[src/hdl/lennard_jones_force_accumulator_macros.svh]
// Assertion macros shared by the force accumulator RTL.
`ifndef LENNARD_JONES_FORCE_ACCUMULATOR_MACROS_SVH
`define LENNARD_JONES_FORCE_ACCUMULATOR_MACROS_SVH

`ifndef SYNTHESIS

// Same-cycle implication, sampled on clk, off during rst.
`define LJFA_ASSERT_IMP(label, lhs, rhs) \
  label: assert property (@(posedge clk) disable iff (rst) (lhs) |-> (rhs)) \
    else $error("ljfa: same-cycle check failed");

// Next-cycle implication, sampled on clk, off during rst.
`define LJFA_ASSERT_NXT(label, lhs, rhs) \
  label: assert property (@(posedge clk) disable iff (rst) (lhs) |=> (rhs)) \
    else $error("ljfa: next-cycle check failed");

`else

`define LJFA_ASSERT_IMP(label, lhs, rhs)
`define LJFA_ASSERT_NXT(label, lhs, rhs)

`endif

`endif

[src/hdl/ljfa_pkg.sv]
// Shared types and constants for the force accumulator.
package ljfa_pkg;

  // Operations of the shared arithmetic unit
  typedef enum logic [2:0] {
    ALU_MULQ,    // a*b >> FRAC_BITS, saturated
    ALU_MULK,    // a*b, saturated to 64 bits
    ALU_MULDIV,  // floor(a*b/c), saturated
    ALU_SQ2,     // a*a + b*b, 128 bits
    ALU_SQRT     // floor(sqrt(a*a + b*b))
  } alu_op_t;

  typedef struct packed {
    logic    start;
    alu_op_t op;
  } alu_req_t;

  typedef struct packed {
    logic busy;
    logic done;
  } alu_rsp_t;

  // Configuration register indexes
  localparam logic [2:0] REG_ATTR_STR  = 3'd0;
  localparam logic [2:0] REG_REP_STR   = 3'd1;
  localparam logic [2:0] REG_GRAV_STR  = 3'd2;
  localparam logic [2:0] REG_GRAV_MODE = 3'd3;
  localparam logic [2:0] REG_MAX_FORCE = 3'd4;

  // Gravity direction codes
  localparam logic [1:0] GRAV_DOWN = 2'b01;
  localparam logic [1:0] GRAV_UP   = 2'b11;

  localparam logic [63:0] MAXS = 64'h7FFF_FFFF_FFFF_FFFF;

endpackage

[src/hdl/ljfa_alu.sv]
// Shared multi-cycle unit: 32x32 partial-product multiplier, restoring divider and root.
module ljfa_alu #(
  parameter int FRAC_BITS = 16
) (
  input  logic              clk,
  input  logic              rst,
  input  ljfa_pkg::alu_req_t req,
  input  logic [63:0]       a,
  input  logic [63:0]       b,
  input  logic [63:0]       c,
  output ljfa_pkg::alu_rsp_t rsp,
  output logic [63:0]       res,
  output logic [127:0]      acc
);

  typedef enum logic [2:0] {U_IDLE, U_MUL, U_POST, U_DIV, U_SQRT} ustate_t;

  ustate_t            state;
  ljfa_pkg::alu_op_t  op_r;
  logic [63:0]        opa;
  logic [63:0]        opb;
  logic [63:0]        opc;
  logic [2:0]         step;
  logic [5:0]         cnt;
  logic [65:0]        rem;
  logic [63:0]        quo;
  logic               done;

  logic               sq;
  logic [63:0]        x_word;
  logic [63:0]        y_word;
  logic [31:0]        xh;
  logic [31:0]        yh;
  logic [63:0]        pp;
  logic [1:0]         sh_sel;
  logic [127:0]       pp_sh;
  logic [2:0]         last_step;
  logic [64:0]        rsh;
  logic               dge;
  logic [64:0]        dsub;
  logic [67:0]        remsh;
  logic [67:0]        trial;
  logic               sge;
  logic [67:0]        ssub;

  // Partial product selection: squares walk a then b
  always_comb begin
    sq        = (op_r == ljfa_pkg::ALU_SQ2) || (op_r == ljfa_pkg::ALU_SQRT);
    x_word    = (sq && step[2]) ? opb : opa;
    y_word    = sq ? x_word : opb;
    xh        = step[0] ? x_word[63:32] : x_word[31:0];
    yh        = step[1] ? y_word[63:32] : y_word[31:0];
    pp        = 64'(xh) * 64'(yh);
    sh_sel    = 2'(step[0]) + 2'(step[1]);
    pp_sh     = 128'(pp) << {sh_sel, 5'b0};
    last_step = sq ? 3'd7 : 3'd3;
  end

  // Restoring divide step
  always_comb begin
    rsh  = {rem[63:0], quo[63]};
    dge  = rsh >= {1'b0, opc};
    dsub = rsh - {1'b0, opc};
  end

  // Digit-by-digit root step
  always_comb begin
    remsh = {rem, acc[127:126]};
    trial = {2'b00, quo, 2'b01};
    sge   = remsh >= trial;
    ssub  = remsh - trial;
  end

  // Sequencer and datapath registers
  always_ff @(posedge clk) begin
    if (rst) begin
      state <= U_IDLE;
      done  <= 1'b0;
    end else begin
      done <= 1'b0;
      unique case (state)
        U_IDLE: begin
          if (req.start) begin
            op_r  <= req.op;
            opa   <= a;
            opb   <= b;
            opc   <= c;
            acc   <= '0;
            step  <= '0;
            state <= U_MUL;
          end
        end
        U_MUL: begin
          acc  <= acc + pp_sh;
          step <= step + 3'd1;
          if (step == last_step) begin
            state <= U_POST;
          end
        end
        U_POST: begin
          unique case (op_r)
            ljfa_pkg::ALU_MULQ: begin
              res   <= ((acc >> (64 + FRAC_BITS)) != '0) ? '1 : acc[FRAC_BITS +: 64];
              done  <= 1'b1;
              state <= U_IDLE;
            end
            ljfa_pkg::ALU_MULK: begin
              res   <= (acc[127:64] != '0) ? '1 : acc[63:0];
              done  <= 1'b1;
              state <= U_IDLE;
            end
            ljfa_pkg::ALU_MULDIV: begin
              if (acc[127:64] >= opc) begin
                res   <= '1;
                done  <= 1'b1;
                state <= U_IDLE;
              end else begin
                rem   <= {2'b00, acc[127:64]};
                quo   <= acc[63:0];
                cnt   <= 6'd63;
                state <= U_DIV;
              end
            end
            ljfa_pkg::ALU_SQ2: begin
              done  <= 1'b1;
              state <= U_IDLE;
            end
            ljfa_pkg::ALU_SQRT: begin
              rem   <= '0;
              quo   <= '0;
              cnt   <= 6'd63;
              state <= U_SQRT;
            end
            default: begin
              done  <= 1'b1;
              state <= U_IDLE;
            end
          endcase
        end
        U_DIV: begin
          rem <= {2'b00, dge ? dsub[63:0] : rsh[63:0]};
          quo <= {quo[62:0], dge};
          cnt <= cnt - 6'd1;
          if (cnt == '0) begin
            res   <= {quo[62:0], dge};
            done  <= 1'b1;
            state <= U_IDLE;
          end
        end
        U_SQRT: begin
          rem <= sge ? ssub[65:0] : remsh[65:0];
          quo <= {quo[62:0], sge};
          acc <= acc << 2;
          cnt <= cnt - 6'd1;
          if (cnt == '0) begin
            res   <= {quo[62:0], sge};
            done  <= 1'b1;
            state <= U_IDLE;
          end
        end
        default: state <= U_IDLE;
      endcase
    end
  end

  assign rsp = '{busy: (state != U_IDLE), done: done};

endmodule

[config.mk]
export PLATFORM = sky130hd
export DESIGN_NAME = ljfa_alu
export DESIGN_NICKNAME = d
export VERILOG_FILES = /design/src/hdl/lennard_jones_force_accumulator_macros.svh /design/src/hdl/ljfa_pkg.sv /design/src/hdl/ljfa_alu.sv
export SDC_FILE = /design/constraint.sdc
export NUM_CORES = 2
export LEC_CHECK = 0
export BUFFER_PORTS_ARGS = -buffer_cell sky130_fd_sc_hd__buf_4
export CAP_MARGIN = 5
export CORE_MARGIN = 3
export CORE_UTILIZATION = 58
export DETAILED_ROUTE_END_ITERATION = 8
export GPL_ROUTABILITY_DRIVEN = 0
export PLACE_DENSITY = 0.84
export SLEW_MARGIN = 30
export SYNTH_ARGS = -nofsm -noshare
export SYNTH_HDL_FRONTEND = slang
export SYNTH_SLANG_ARGS = --single-unit
[constraint.sdc]
create_clock -name clk -period 26.2 [get_ports clk]
set_input_delay 5.24 -clock clk [delete_from_list [all_inputs] [get_ports clk]]
set_output_delay 5.24 -clock clk [all_outputs]
set_load 0.02 [all_outputs]
==> run metrics <==
top-area cell type share of the netlist area=approximately 24%; vias per inst=about 6.7; Setup Skew=between 0.1 and 0.15 ns; Yosys reg bits=530; grt ovf=0; CTS hold repair buffers=0; Min-Delay Path Class=reg -> reg; First-pass DRT Iterations=9; Hold Startpoint=quo[8]; max_slew headroom=between 20% and 30%; Critical R2R Launch=op_r[2]; total track usage=between 40% and 50%; I/O Buffers=around 400; CP max FO=36; worst-margin pin slew=between 1 and 1.5 ns; WHS Endpoint=quo[9]; max_cap viols=0; Max stage delay on crit path=roughly 0.86 ns; failing checks=design-rule violations; die span in y=about 360 microns; Async SR Flop Fraction=0%; Final TNS setup=0 ns; synthesized instance count=8572; Layout area overhead=8.843%; CTS tree=done; Synth Area per Inst=slightly below 9 sq um; clk_lat worst skew=0.76 ns; area leader, netlist=fa_1; total CTS buffers=61; top_reg_cell synth=edfxtp_1; Synth Area in Compound Gates=roughly 15%; Synth Area in XOR/XNOR=3.635%; Arr. time, crit path=around 16 ns; Die ar.=approximately 0.13 sq mm; Final nets=10380; Worst path slowest cell=xnor2_1; CTS root buf=clkbuf_16; CP startpoint=op_r[2]; Num Clock Sinks=530; Final ANT Viol Nets=0; Startpoint Class=register; cts repair resizes=0; unrepaired setup endpoints after global routing=false; maximum clock rate=0.06289 GHz; post-synthesis sequential area ratio=a little over a fifth; Ports=approximately 390; Tcrit/Tclk final=about three fifths; Initial Util=about 59%; reg2reg end=acc[114]; Final HPWL DP=around 210000 microns; mux share of post-synthesis cell area=under 10%; num rows=approximately 130; Post-CTS Setup Bufs=0; DR vias=~70000; largest net degree at the start of global routing=134; post-synthesis simple-gate area fraction=between 10% and 20%; Core ar.=around 0.13 sq mm; vias in the first global route=between 60000 and 70000; initial antenna violation count=23; first-pass GRT wire length=412400 microns; YS warnings=0; post-synthesis instance area=around 0.075 sq mm; crit path time final=15.90 ns; worst-case reg-to-reg path depth=48; EDFF count, synth=between 500 and 600; commonest cells in the synthesized netlist=1207 x nand2_1, 1129 x inv_1, 916 x nor2_1, 898 x fa_1, 590 x ha_1; most used cell, CP=fa_1; Adder-Cell Fraction of Synth Area=approximately a third; Synth area leaders=fa_1 24%, edfxtp_1 21%, ha_1 9.9%; largest family of logic cells by synthesized area=adder cells; crit end category=register; register-to-register setup slack=10.30 ns; hold path cells=2; H-tree depth=2; critical path class=reg -> reg; WP data required=around 27 ns; average routed wire per standard cell=26.86 microns; clk slew on worst S/H paths=~0.070 ns; fill count=approximately 9800; share of layout cells above drive strength 1=a little under a tenth; Netlist cell types=102; setup violators final=0; syn_nets=slightly above 10000; most numerous cell in the Yosys netlist=nand2_1; DR iter-0 viols=11290; total wire length=roughly 280000 microns; outcome=complete, but fails checks; Remaining DRCs=between 200 and 250; clock tree buffer depth=3; Die X=approximately 360 microns; Fin. Hold Viols=0; pins over their slew limit=0
-- placed cells by master, fill, tap and decap left out, drive strengths merged, types with 76 or more instances in the layout --
cell type | netlist | final
nand2 | 1208 | 1208
inv | 1130 | 1136
nor2 | 917 | 917
fa | 898 | 898
ha | 590 | 590
buf | 82 | 544
edfxtp | 526 | 526
o21ai | 474 | 474
a21oi | 450 | 450
a21o | 255 | 255
xnor2 | 178 | 178
nand4 | 147 | 147
xor2 | 132 | 132
o22ai | 100 | 100
nand3 | 96 | 96
mux2i | 95 | 95
o21a | 91 | 91
o21bai | 85 | 85
clkbuf | 401 | 76
-- flip-flops by register name, indices dropped and copies added, names as in the netlist --
register,flops
opa,64
opb,64
state,3
rem,66
done,1
acc,128
cnt,6
step,3
opc,64
op_r,3
quo,64
res,64
-- logic make-up after synthesis --
| kind of cell | Yosys count |
|---|---|
| adder cells (fa/ha/maj) | 1488 |
| AND/OR/NAND/NOR | 2697 |
| multiplexers | 140 |
| AO/OA/AOI/OAI | 1791 |
| flip-flops | 530 |
| buffers and inverters | 1616 |
| XOR/XNOR | 310 |
-- layout make-up --
cell class,count,area (sq um),share of cell area (%)
antenna,12,30.03,0.03694
clock buffer,76,1583,1.947
clock inverter,37,370.4,0.4555
inverter,1133,4253,5.231
multi-input combinational,6426,52990,65.18
sequential,530,15880,19.53
tap,1662,2079,2.558
timing repair buffer,544,4121,5.069
-- worst max path at each step --
stage                           to  slack (ns)  cells after the start
after detailed placement  acc[114]       11.35                     48
after CTS                 acc[114]       11.20                     48
final                     acc[114]       10.30                     48
after floorplan             acc[0]        6.03                      2
after global placement    acc[114]       11.71                     48
after global routing      acc[114]        9.84                     48
-- routing by layer --
metal  wire length [microns]  GRT usage [%]
met5                     416          1.561
met3                   50820          19.21
met1                   86480          47.96
met2                  113000          58.87
met4                   29230          32.08
-- per-stage QoR --
stage / instances / setup WS [ns] / util [%] / hold slack, ns / instance area [sq um]
4_1_cts: 10410 / 11.20 / 63.55 / 0.5688 / 81140
3_3_place_gp: 10290 / 11.71 / 61.97 / 0.5395 / 79130
6_report: 10420 / 10.30 / 63.67 / 0.5654 / 81300
5_1_grt: 10410 / 9.838 / 63.65 / 0.5969 / 81280
2_1_floorplan: 8572 / 6.034 / - / 0.5236 / 74700
3_5_place_dp: 10290 / 11.35 / 62.02 / 0.5545 / 79190
-- critical path, delay by kind of cell, from the launching register on --
kind,cells,cell delay (ns)
and+or+nand+nor,9,2.47
xor gates and xnor gates,2,1.02
DFF,1,0.48
AOI/OAI and AO/OA,17,5.25
adders and majority gates,11,5.19
buffers and inverters,9,1.14
Power is left out: the tool's default activity adds up to more than one toggle a clock period on the data nets, which glitch-free logic cannot reach.
